$ cat src/rtl/sgtr_pkg.sv
`timescale 1ns / 1ps

package sgtr_pkg;

   localparam int unsigned GLYPH_COLS    = 5;
   localparam int unsigned GLYPH_ROWS    = 7;
   localparam int unsigned GLYPH_CELLS   = GLYPH_COLS * GLYPH_ROWS;
   localparam int unsigned COORD_W       = 16;
   localparam int unsigned COLOR_W       = 16;
   localparam int unsigned SCALE_W       = 8;
   localparam int unsigned CODE_W        = 8;
   localparam int unsigned CSR_INDEX_W   = 8;
   localparam int unsigned CSR_DATA_W    = 16;
   localparam int unsigned ROW_CNT_W     = 3;
   localparam logic [CODE_W-1:0] CASE_FOLD = 8'd32;

   localparam logic [COLOR_W-1:0] FILL_COLOR_RESET  = 16'hFFFF;
   localparam logic [SCALE_W-1:0] GLYPH_SCALE_RESET = 8'd1;

   typedef enum logic [CSR_INDEX_W-1:0] {
      CSR_FILL_COLOR  = 8'd0,
      CSR_GLYPH_SCALE = 8'd1
   } csr_index_type;

   typedef logic [GLYPH_CELLS-1:0] glyph_bits_type;

   // 35 cells, column 0 in the low seven bits, row 0 lowest within a column
   function automatic glyph_bits_type glyph_bits(input logic [CODE_W-1:0] code);
      logic [CODE_W-1:0] folded;
      glyph_bits_type    bits;
      folded = code;
      if (code >= "a" && code <= "z") begin
         folded = code - CASE_FOLD;
      end
      case (folded)
         "0":     bits = {7'h3E, 7'h45, 7'h49, 7'h51, 7'h3E};
         "1":     bits = {7'h00, 7'h40, 7'h7F, 7'h42, 7'h00};
         "2":     bits = {7'h46, 7'h49, 7'h51, 7'h61, 7'h42};
         "3":     bits = {7'h31, 7'h4B, 7'h45, 7'h41, 7'h21};
         "4":     bits = {7'h10, 7'h7F, 7'h12, 7'h14, 7'h18};
         "5":     bits = {7'h39, 7'h45, 7'h45, 7'h45, 7'h27};
         "6":     bits = {7'h30, 7'h49, 7'h49, 7'h4A, 7'h3C};
         "7":     bits = {7'h03, 7'h05, 7'h09, 7'h71, 7'h01};
         "8":     bits = {7'h36, 7'h49, 7'h49, 7'h49, 7'h36};
         "9":     bits = {7'h1E, 7'h29, 7'h49, 7'h49, 7'h06};
         "A":     bits = {7'h7E, 7'h11, 7'h11, 7'h11, 7'h7E};
         "D":     bits = {7'h3E, 7'h41, 7'h41, 7'h41, 7'h7F};
         "E":     bits = {7'h41, 7'h49, 7'h49, 7'h49, 7'h7F};
         "H":     bits = {7'h7F, 7'h08, 7'h08, 7'h08, 7'h7F};
         "I":     bits = {7'h00, 7'h41, 7'h7F, 7'h41, 7'h00};
         "M":     bits = {7'h7F, 7'h02, 7'h0C, 7'h02, 7'h7F};
         "P":     bits = {7'h06, 7'h09, 7'h09, 7'h09, 7'h7F};
         "R":     bits = {7'h46, 7'h29, 7'h19, 7'h09, 7'h7F};
         "T":     bits = {7'h01, 7'h01, 7'h7F, 7'h01, 7'h01};
         "U":     bits = {7'h3F, 7'h40, 7'h40, 7'h40, 7'h3F};
         "Y":     bits = {7'h07, 7'h08, 7'h70, 7'h08, 7'h07};
         ".":     bits = {7'h00, 7'h00, 7'h60, 7'h00, 7'h00};
         "%":     bits = {7'h62, 7'h64, 7'h08, 7'h13, 7'h23};
         "C":     bits = {7'h22, 7'h41, 7'h41, 7'h41, 7'h3E};
         ":":     bits = {7'h00, 7'h00, 7'h36, 7'h00, 7'h00};
         default: bits = '0;  // space and unsupported codes are blank
      endcase
      return bits;
   endfunction

endpackage

$ cat src/rtl/scaled_glyph_text_renderer_core.sv
`timescale 1ns / 1ps

// 5x7 text renderer: one character word in, one word out per lit glyph cell,
// each carrying the top-left corner of a square block of side glyph_scale and
// the fill colour; the final block of a character has last_block set.
// Characters are handled one at a time: the accept cycle reads the cursor
// from its one-entry memory, the next cycle builds the origin and writes the
// advanced cursor back, then the glyph is scanned one cell per cycle, column
// by column, rows ascending, stopping after the last lit cell; a lit cell
// waits while the output register still holds a block the result side has
// not taken. Blank, unsupported characters and a zero scale give no word
// and go from the cursor update straight back to idle. The cursor advances
// by six times the scale whether or not anything is drawn; restart_cursor
// reloads it first.
// Configuration writes are always ready and take effect at once.
module scaled_glyph_text_renderer_core (
   input  logic                                 clock,
   input  logic                                 reset,
   // character words
   input  logic                                 req_valid,
   output logic                                 req_ready,
   input  logic [sgtr_pkg::CODE_W-1:0]          req_char_code,
   input  logic                                 req_restart_cursor,
   input  logic [sgtr_pkg::COORD_W-1:0]         req_start_x,
   input  logic [sgtr_pkg::COORD_W-1:0]         req_start_y,
   // block words
   output logic                                 rsp_valid,
   input  logic                                 rsp_ready,
   output logic [sgtr_pkg::COORD_W-1:0]         rsp_block_x,
   output logic [sgtr_pkg::COORD_W-1:0]         rsp_block_y,
   output logic [sgtr_pkg::COLOR_W-1:0]         rsp_block_color,
   output logic                                 rsp_last_block,
   // register writes
   input  logic                                 csr_valid,
   output logic                                 csr_ready,
   input  logic [sgtr_pkg::CSR_INDEX_W-1:0]     csr_index,
   input  logic [sgtr_pkg::CSR_DATA_W-1:0]      csr_wdata
);

   typedef enum logic [1:0] {
      ST_IDLE,
      ST_READ,
      ST_SCAN
   } state_type;

   localparam int unsigned CURSOR_W = 2 * sgtr_pkg::COORD_W;
   localparam logic [sgtr_pkg::ROW_CNT_W-1:0] LAST_ROW =
      sgtr_pkg::ROW_CNT_W'(sgtr_pkg::GLYPH_ROWS - 1);

   state_type                          state_ff;

   // configuration
   logic [sgtr_pkg::COLOR_W-1:0]       fill_color_ff;
   logic [sgtr_pkg::SCALE_W-1:0]       glyph_scale_ff;

   // cursor store: {row, col}, one entry, registered read
   logic [CURSOR_W-1:0]                cursor_mem [1];
   logic [CURSOR_W-1:0]                cursor_rd_ff;
   logic                               cursor_valid_ff;

   // latched character word
   logic                               restart_ff;
   logic [sgtr_pkg::COORD_W-1:0]       start_x_ff;
   logic [sgtr_pkg::COORD_W-1:0]       start_y_ff;

   // scan state
   sgtr_pkg::glyph_bits_type           glyph_ff;
   logic [sgtr_pkg::ROW_CNT_W-1:0]     row_ff;
   logic [sgtr_pkg::COORD_W-1:0]       x_off_ff;
   logic [sgtr_pkg::COORD_W-1:0]       y_off_ff;
   logic [sgtr_pkg::COORD_W-1:0]       base_col_ff;
   logic [sgtr_pkg::COORD_W-1:0]       base_row_ff;

   // output register
   logic                               rsp_valid_ff;
   logic [sgtr_pkg::COORD_W-1:0]       block_x_ff;
   logic [sgtr_pkg::COORD_W-1:0]       block_y_ff;
   logic [sgtr_pkg::COLOR_W-1:0]       block_color_ff;
   logic                               last_block_ff;

   logic                               req_fire;
   logic                               csr_fire;
   logic                               out_free;
   logic                               scan_step;
   logic                               rest_empty;
   logic [sgtr_pkg::COORD_W-1:0]       scale_ext;
   logic [sgtr_pkg::COORD_W-1:0]       advance;
   logic [sgtr_pkg::COORD_W-1:0]       cur_col;
   logic [sgtr_pkg::COORD_W-1:0]       cur_row;
   sgtr_pkg::glyph_bits_type           glyph_in;

   assign req_ready = (state_ff == ST_IDLE);
   assign csr_ready = 1'b1;
   assign req_fire  = req_valid && req_ready;
   assign csr_fire  = csr_valid && csr_ready;

   assign rsp_valid       = rsp_valid_ff;
   assign rsp_block_x     = block_x_ff;
   assign rsp_block_y     = block_y_ff;
   assign rsp_block_color = block_color_ff;
   assign rsp_last_block  = last_block_ff;

   // output register can take a block this cycle
   assign out_free   = !rsp_valid_ff || rsp_ready;
   // dark cells never stall, lit cells wait for the output register
   assign scan_step  = (state_ff == ST_SCAN) && (!glyph_ff[0] || out_free);
   assign rest_empty = (glyph_ff[sgtr_pkg::GLYPH_CELLS-1:1] == '0);

   assign scale_ext = sgtr_pkg::COORD_W'(glyph_scale_ff);
   // six cells of advance: 4*scale + 2*scale
   assign advance   = (scale_ext << 2) + (scale_ext << 1);

   // cursor as seen by this character; unwritten store reads as zero
   always_comb begin
      if (restart_ff) begin
         cur_col = start_x_ff;
         cur_row = start_y_ff;
      end else if (cursor_valid_ff) begin
         cur_col = cursor_rd_ff[sgtr_pkg::COORD_W-1:0];
         cur_row = cursor_rd_ff[CURSOR_W-1:sgtr_pkg::COORD_W];
      end else begin
         cur_col = '0;
         cur_row = '0;
      end
   end

   // zero scale draws nothing, so it simply gets an empty bitmap
   assign glyph_in = (glyph_scale_ff == '0) ? '0 : sgtr_pkg::glyph_bits(req_char_code);

   // cursor store: read every cycle, written back once per character
   always_ff @(posedge clock) begin
      cursor_rd_ff <= cursor_mem[0];
      if (state_ff == ST_READ) begin
         cursor_mem[0] <= {cur_row, cur_col + advance};
      end
   end

   always_ff @(posedge clock) begin
      if (reset) begin
         state_ff        <= ST_IDLE;
         fill_color_ff   <= sgtr_pkg::FILL_COLOR_RESET;
         glyph_scale_ff  <= sgtr_pkg::GLYPH_SCALE_RESET;
         cursor_valid_ff <= 1'b0;
         glyph_ff        <= '0;
         rsp_valid_ff    <= 1'b0;
      end else begin
         if (csr_fire) begin
            unique case (csr_index)
               sgtr_pkg::CSR_FILL_COLOR:  fill_color_ff <= csr_wdata;
               sgtr_pkg::CSR_GLYPH_SCALE: glyph_scale_ff <= csr_wdata[sgtr_pkg::SCALE_W-1:0];
               default: ;  // unknown index ignored
            endcase
         end

         // taken word leaves unless a new block replaces it
         if (rsp_valid_ff && rsp_ready && !(scan_step && glyph_ff[0])) begin
            rsp_valid_ff <= 1'b0;
         end

         unique case (state_ff)
            ST_IDLE: begin
               if (req_fire) begin
                  restart_ff <= req_restart_cursor;
                  start_x_ff <= req_start_x;
                  start_y_ff <= req_start_y;
                  glyph_ff   <= glyph_in;
                  state_ff   <= ST_READ;
               end
            end
            ST_READ: begin
               // cursor data arrives now; origin fixed, store updated
               cursor_valid_ff <= 1'b1;
               base_col_ff     <= cur_col;
               base_row_ff     <= cur_row;
               row_ff          <= '0;
               x_off_ff        <= '0;
               y_off_ff        <= '0;
               state_ff        <= (glyph_ff == '0) ? ST_IDLE : ST_SCAN;
            end
            ST_SCAN: begin
               if (scan_step) begin
                  if (glyph_ff[0]) begin
                     rsp_valid_ff   <= 1'b1;
                     block_x_ff     <= base_col_ff + x_off_ff;
                     block_y_ff     <= base_row_ff + y_off_ff;
                     block_color_ff <= fill_color_ff;
                     last_block_ff  <= rest_empty;
                  end
                  glyph_ff <= glyph_ff >> 1;
                  if (row_ff == LAST_ROW) begin
                     // next column
                     row_ff   <= '0;
                     y_off_ff <= '0;
                     x_off_ff <= x_off_ff + scale_ext;
                  end else begin
                     row_ff   <= row_ff + 1'b1;
                     y_off_ff <= y_off_ff + scale_ext;
                  end
                  if (rest_empty) begin
                     state_ff <= ST_IDLE;
                  end
               end
            end
            default: state_ff <= ST_IDLE;
         endcase
      end
   end

   // a character always passes through the cursor read-modify-write state
   a_accept_to_read: assert property (@(posedge clock) disable iff (reset)
      req_fire |=> (state_ff == ST_READ))
      else $error("accepted character did not move to cursor update");

   // no cells are left over once the block is idle again
   a_idle_empty: assert property (@(posedge clock) disable iff (reset)
      (state_ff == ST_IDLE) |-> (glyph_ff == '0))
      else $error("glyph cells left while idle");

   // the last lit cell ends the character and is flagged as such
   a_last_ends: assert property (@(posedge clock) disable iff (reset)
      (scan_step && glyph_ff[0] && rest_empty) |=>
         ((state_ff == ST_IDLE) && rsp_valid_ff && last_block_ff))
      else $error("final block not flagged or scan did not end");

   a_scale_zero_silent: assert property (@(posedge clock) disable iff (reset)
      (req_fire && (glyph_scale_ff == '0)) |=> (glyph_ff == '0))
      else $error("zero scale loaded a non-empty glyph");

endmodule

$ cat config.mk
export PLATFORM = sky130hd
export DESIGN_NAME = scaled_glyph_text_renderer_core
export DESIGN_NICKNAME = d
export VERILOG_FILES = /design/src/rtl/sgtr_pkg.sv /design/src/rtl/scaled_glyph_text_renderer_core.sv
export SDC_FILE = /design/constraint.sdc
export NUM_CORES = 1
export LEC_CHECK = 0
export BUFFER_PORTS_ARGS = -buffer_cell sky130_fd_sc_hd__buf_2
export CAP_MARGIN = 20
export CORE_MARGIN = 4
export CORE_UTILIZATION = 30
export CTS_CLUSTER_SIZE = 12
export DETAILED_ROUTE_END_ITERATION = 8
export HOLD_SLACK_MARGIN = 0.05
export SETUP_SLACK_MARGIN = 0.15
export SLEW_MARGIN = 10
export SYNTH_ARGS = -nofsm -noshare
export SYNTH_HDL_FRONTEND = slang
export SYNTH_SLANG_ARGS = --single-unit
$ cat constraint.sdc
create_clock -name clock -period 5.2 [get_ports clock]
set_input_delay 0.26 -clock clock [delete_from_list [all_inputs] [get_ports clock]]
set_output_delay 0.26 -clock clock [all_outputs]
set_load 0.03 [all_outputs]
==> results.yml <==
run_status:
  status: "finished, violations left"
  violations: "design-rule violations"
power:
  p_leak_uw: 0.00601
  ir_drop_v: 0.000283
  power.density_nw_per_um2: 433
yosys:
  synth_top_family_by_area: "compound AO/OA/AOI/OAI gates"
  synth_cells: 1184
  syn_area_um2: 13300
  ys_seq_area_share_pct: 55.3
  synth_nets: 1333
  yosys_register_bits: 276
  synth_xor_area_share_pct: 4.03
  synth_cell_types: 71
  synth-async-reset-ratio_pct: 0
  synth.mux.area_fraction_pct: 0.830
  synth_compound_area_share_pct: 15.8
  synth_adder_area_share_pct: 8.13
  synth_edf_count: 181
  yosysWarningCount: 0
  synth-simple-area-share_pct: 12.9
  syn_area_per_cell_um2: 11.2
  synth-main-ff-cell: "edfxtp_1"
final_layout:
  post-route-util_pct: 36.7
  drive_gt1_share_pct: 13.6
  postLayoutCellArea_um2: 15900
  mostFrequentLayoutCells: "edfxtp_1 (181), nor2_1 (128), buf_2 (120)"
  diodes: 0
  syn_to_final_growth_pct: 20.0
  final_nets: 1497
  final_common_cell: "edfxtp_1"
job:
  max_cap_violations: 0
grt:
  grt_max_degree: 64
  track_usage_pct: 13.7
  grt_pass1_wl_um: 52700
  grt_pass1_vias: 9453
  antenna_found_initial: 1
  overflow: 0
placement:
  pre_cts_ws_ps: 1490
  io_buffer_count: 120
  hpwl_um: 24100
  dpl_cell_area_um2: 14500
  gp_congestion: 0.893
critical_path:
  cp-start-kind: "register"
  cp_max_fo: 32
  regToRegSetupSlack_ps: 1430
  critical_path_required_ps: 5490
  rr_worst_depth: 14
  worst_ep_arrival_time_ps: 4050
  setup.worst_path.end_class: "register"
  path_class: "register to register"
die:
  die_h_um: 218
  rows: 76
  die_x_um: 218
  io_pins: 122
  core_area_um2: 43400
  start_util_pct: 30.6
  dieArea_um2: 47700
clocking:
  cts.sinks: 276
  path_clk_slew_ps: 60
  cts_tree: "yes"
  cts_buffer_depth: 3
  ctsHtreeMaxLevel: 1
  root_buffer: "clkbuf_16"
  worstSkewPairLatency_ps: 540
  cts_setup_buffers: 0
  cts_buffers: 29
detailed_routing:
  routed_via_density: 4.95
  routedWlPerCell_um: 17.0
  drtIter0Drc: 751
  vias: 9674
  drt-total-wl_um: 33300
  ant_nets: 0
  drc: 1
  firstDrtPassIters: 9
min_path:
  hp-class: "primary input to register"
  worst_hold_path.num_cells: 4
timing:
  clock_skew_ps: 13.1
  slew_headroom_pct: 31.7
  post-route-min-period_ps: 3770
  drv_slew: 0
  setup_viol_count_final: 0
  layout_worst_path_cycle_share_pct: 72.4
  rsz0062_at_grt: "false"
  final_hold_viol_count: 0
  final.setup.tns_ps: 0
  fmax_mhz: 265
  postLayoutSetupSlackWorst_ps: 1430
  worstMarginPinSlew_ps: 1020
per-stage QoR:
step	power [µW]	cells	hold WS, ps
CTS	6980	1955	176
detailed placement	4970	1851	327
global route	7310	1955	220
finish	6890	1955	203
global placement	4930	1851	324
floorplan	4450	1184	323
sequential cells by signal, indices dropped and copies added, names as in the netlist, 2 cells and up:
signal / count
glyph_ff: 35
cursor_mem: 32
cursor_rd_ff: 32
base_col_ff: 16
base_row_ff: 16
fill_color_ff: 16
rsp_block_color: 16
rsp_block_x: 16
rsp_block_y: 16
start_x_ff: 16
start_y_ff: 16
x_off_ff: 16
y_off_ff: 16
glyph_scale_ff: 8
row_ff: 3
state_ff: 2
worst paths after layout:
kind	from	to
max	restart_ff	cursor_mem[0][12]
max reg2reg	restart_ff	cursor_mem[0][12]
min reg2reg	cursor_mem[0][24]	cursor_rd_ff[24]
min	csr_index[0]	fill_color_ff[0]
logic make-up after synthesis:
group | count (synthesis)
buffers and inverters | 103
muxes | 11
other | 1
and+or+nand+nor | 351
AOI/OAI and AO/OA | 302
DFF | 276
adders and majority gates | 79
xor gates and xnor gates | 61
synthesized netlist by cell type (14+ instances only):
master / count / share of area (%)
clkbuf_1: 37 / 1.0
xor2_1: 18 / 1.2
a22o_1: 33 / 2.2
nor3_1: 30 / 1.1
ha_1: 67 / 6.3
nand3_1: 21 / 0.79
o21ai_1: 14 / 0.53
and3_1: 18 / 0.85
nor2_1: 130 / 3.7
nor2b_1: 31 / 1.5
xnor2_1: 43 / 2.8
a21oi_1: 61 / 2.3
a22oi_1: 16 / 0.91
a211o_1: 18 / 1.2
o21ai_0: 42 / 1.6
inv_1: 54 / 1.5
nand2_1: 56 / 1.6
nand2b_1: 15 / 0.71
a211oi_1: 14 / 0.79
dfxtp_1: 95 / 14
edfxtp_1: 181 / 41
power by group:
group / switching [µW] / internal (µW)
registers: 205 / 2920
clock network: 804 / 1140
logic: 1110 / 715
layout make-up:
cell class	count	area (µm²)
clock buffers	47	835
clock inverters	6	55.1
fillers	4356	27400
inverters	54	203
multi-input cells	805	5570
flip-flops and latches	276	7340
well taps	585	732
repair buffers	182	1190
worst max-delay path: stages, from the launching register on:
cell	delay [ps]
edfxtp_1	390
buf_4	270
a22o_1	280
fa_1	490
ha_1	160
inv_1	50
fa_1	400
nor2b_1	120
o21ai_0	110
a21boi_0	240
o21ai_0	160
a21boi_0	350
o21ai_0	170
a21boi_0	230
xor2_1	90
per-layer routing:
metal / routed length, µm / share of wire (%) / GRT usage, % / up-vias
li1: - / - / - / 4725
met5: 0 / 0 / 0 / -
met1: 15400 / 46 / 19.0 / 4655
met3: 1540 / 4.6 / 1.81 / 43
met4: 655 / 2.0 / 3.75 / 0
met2: 15700 / 47 / 22.5 / 251
what timing repair did:
action / 4_1_cts / 5_1_grt
endpoints found under the hold margin: 60 / 0
gates resized for setup: 0 / 0
hold buffers: 51 / 0
Power figures use the tool's default switching activity.
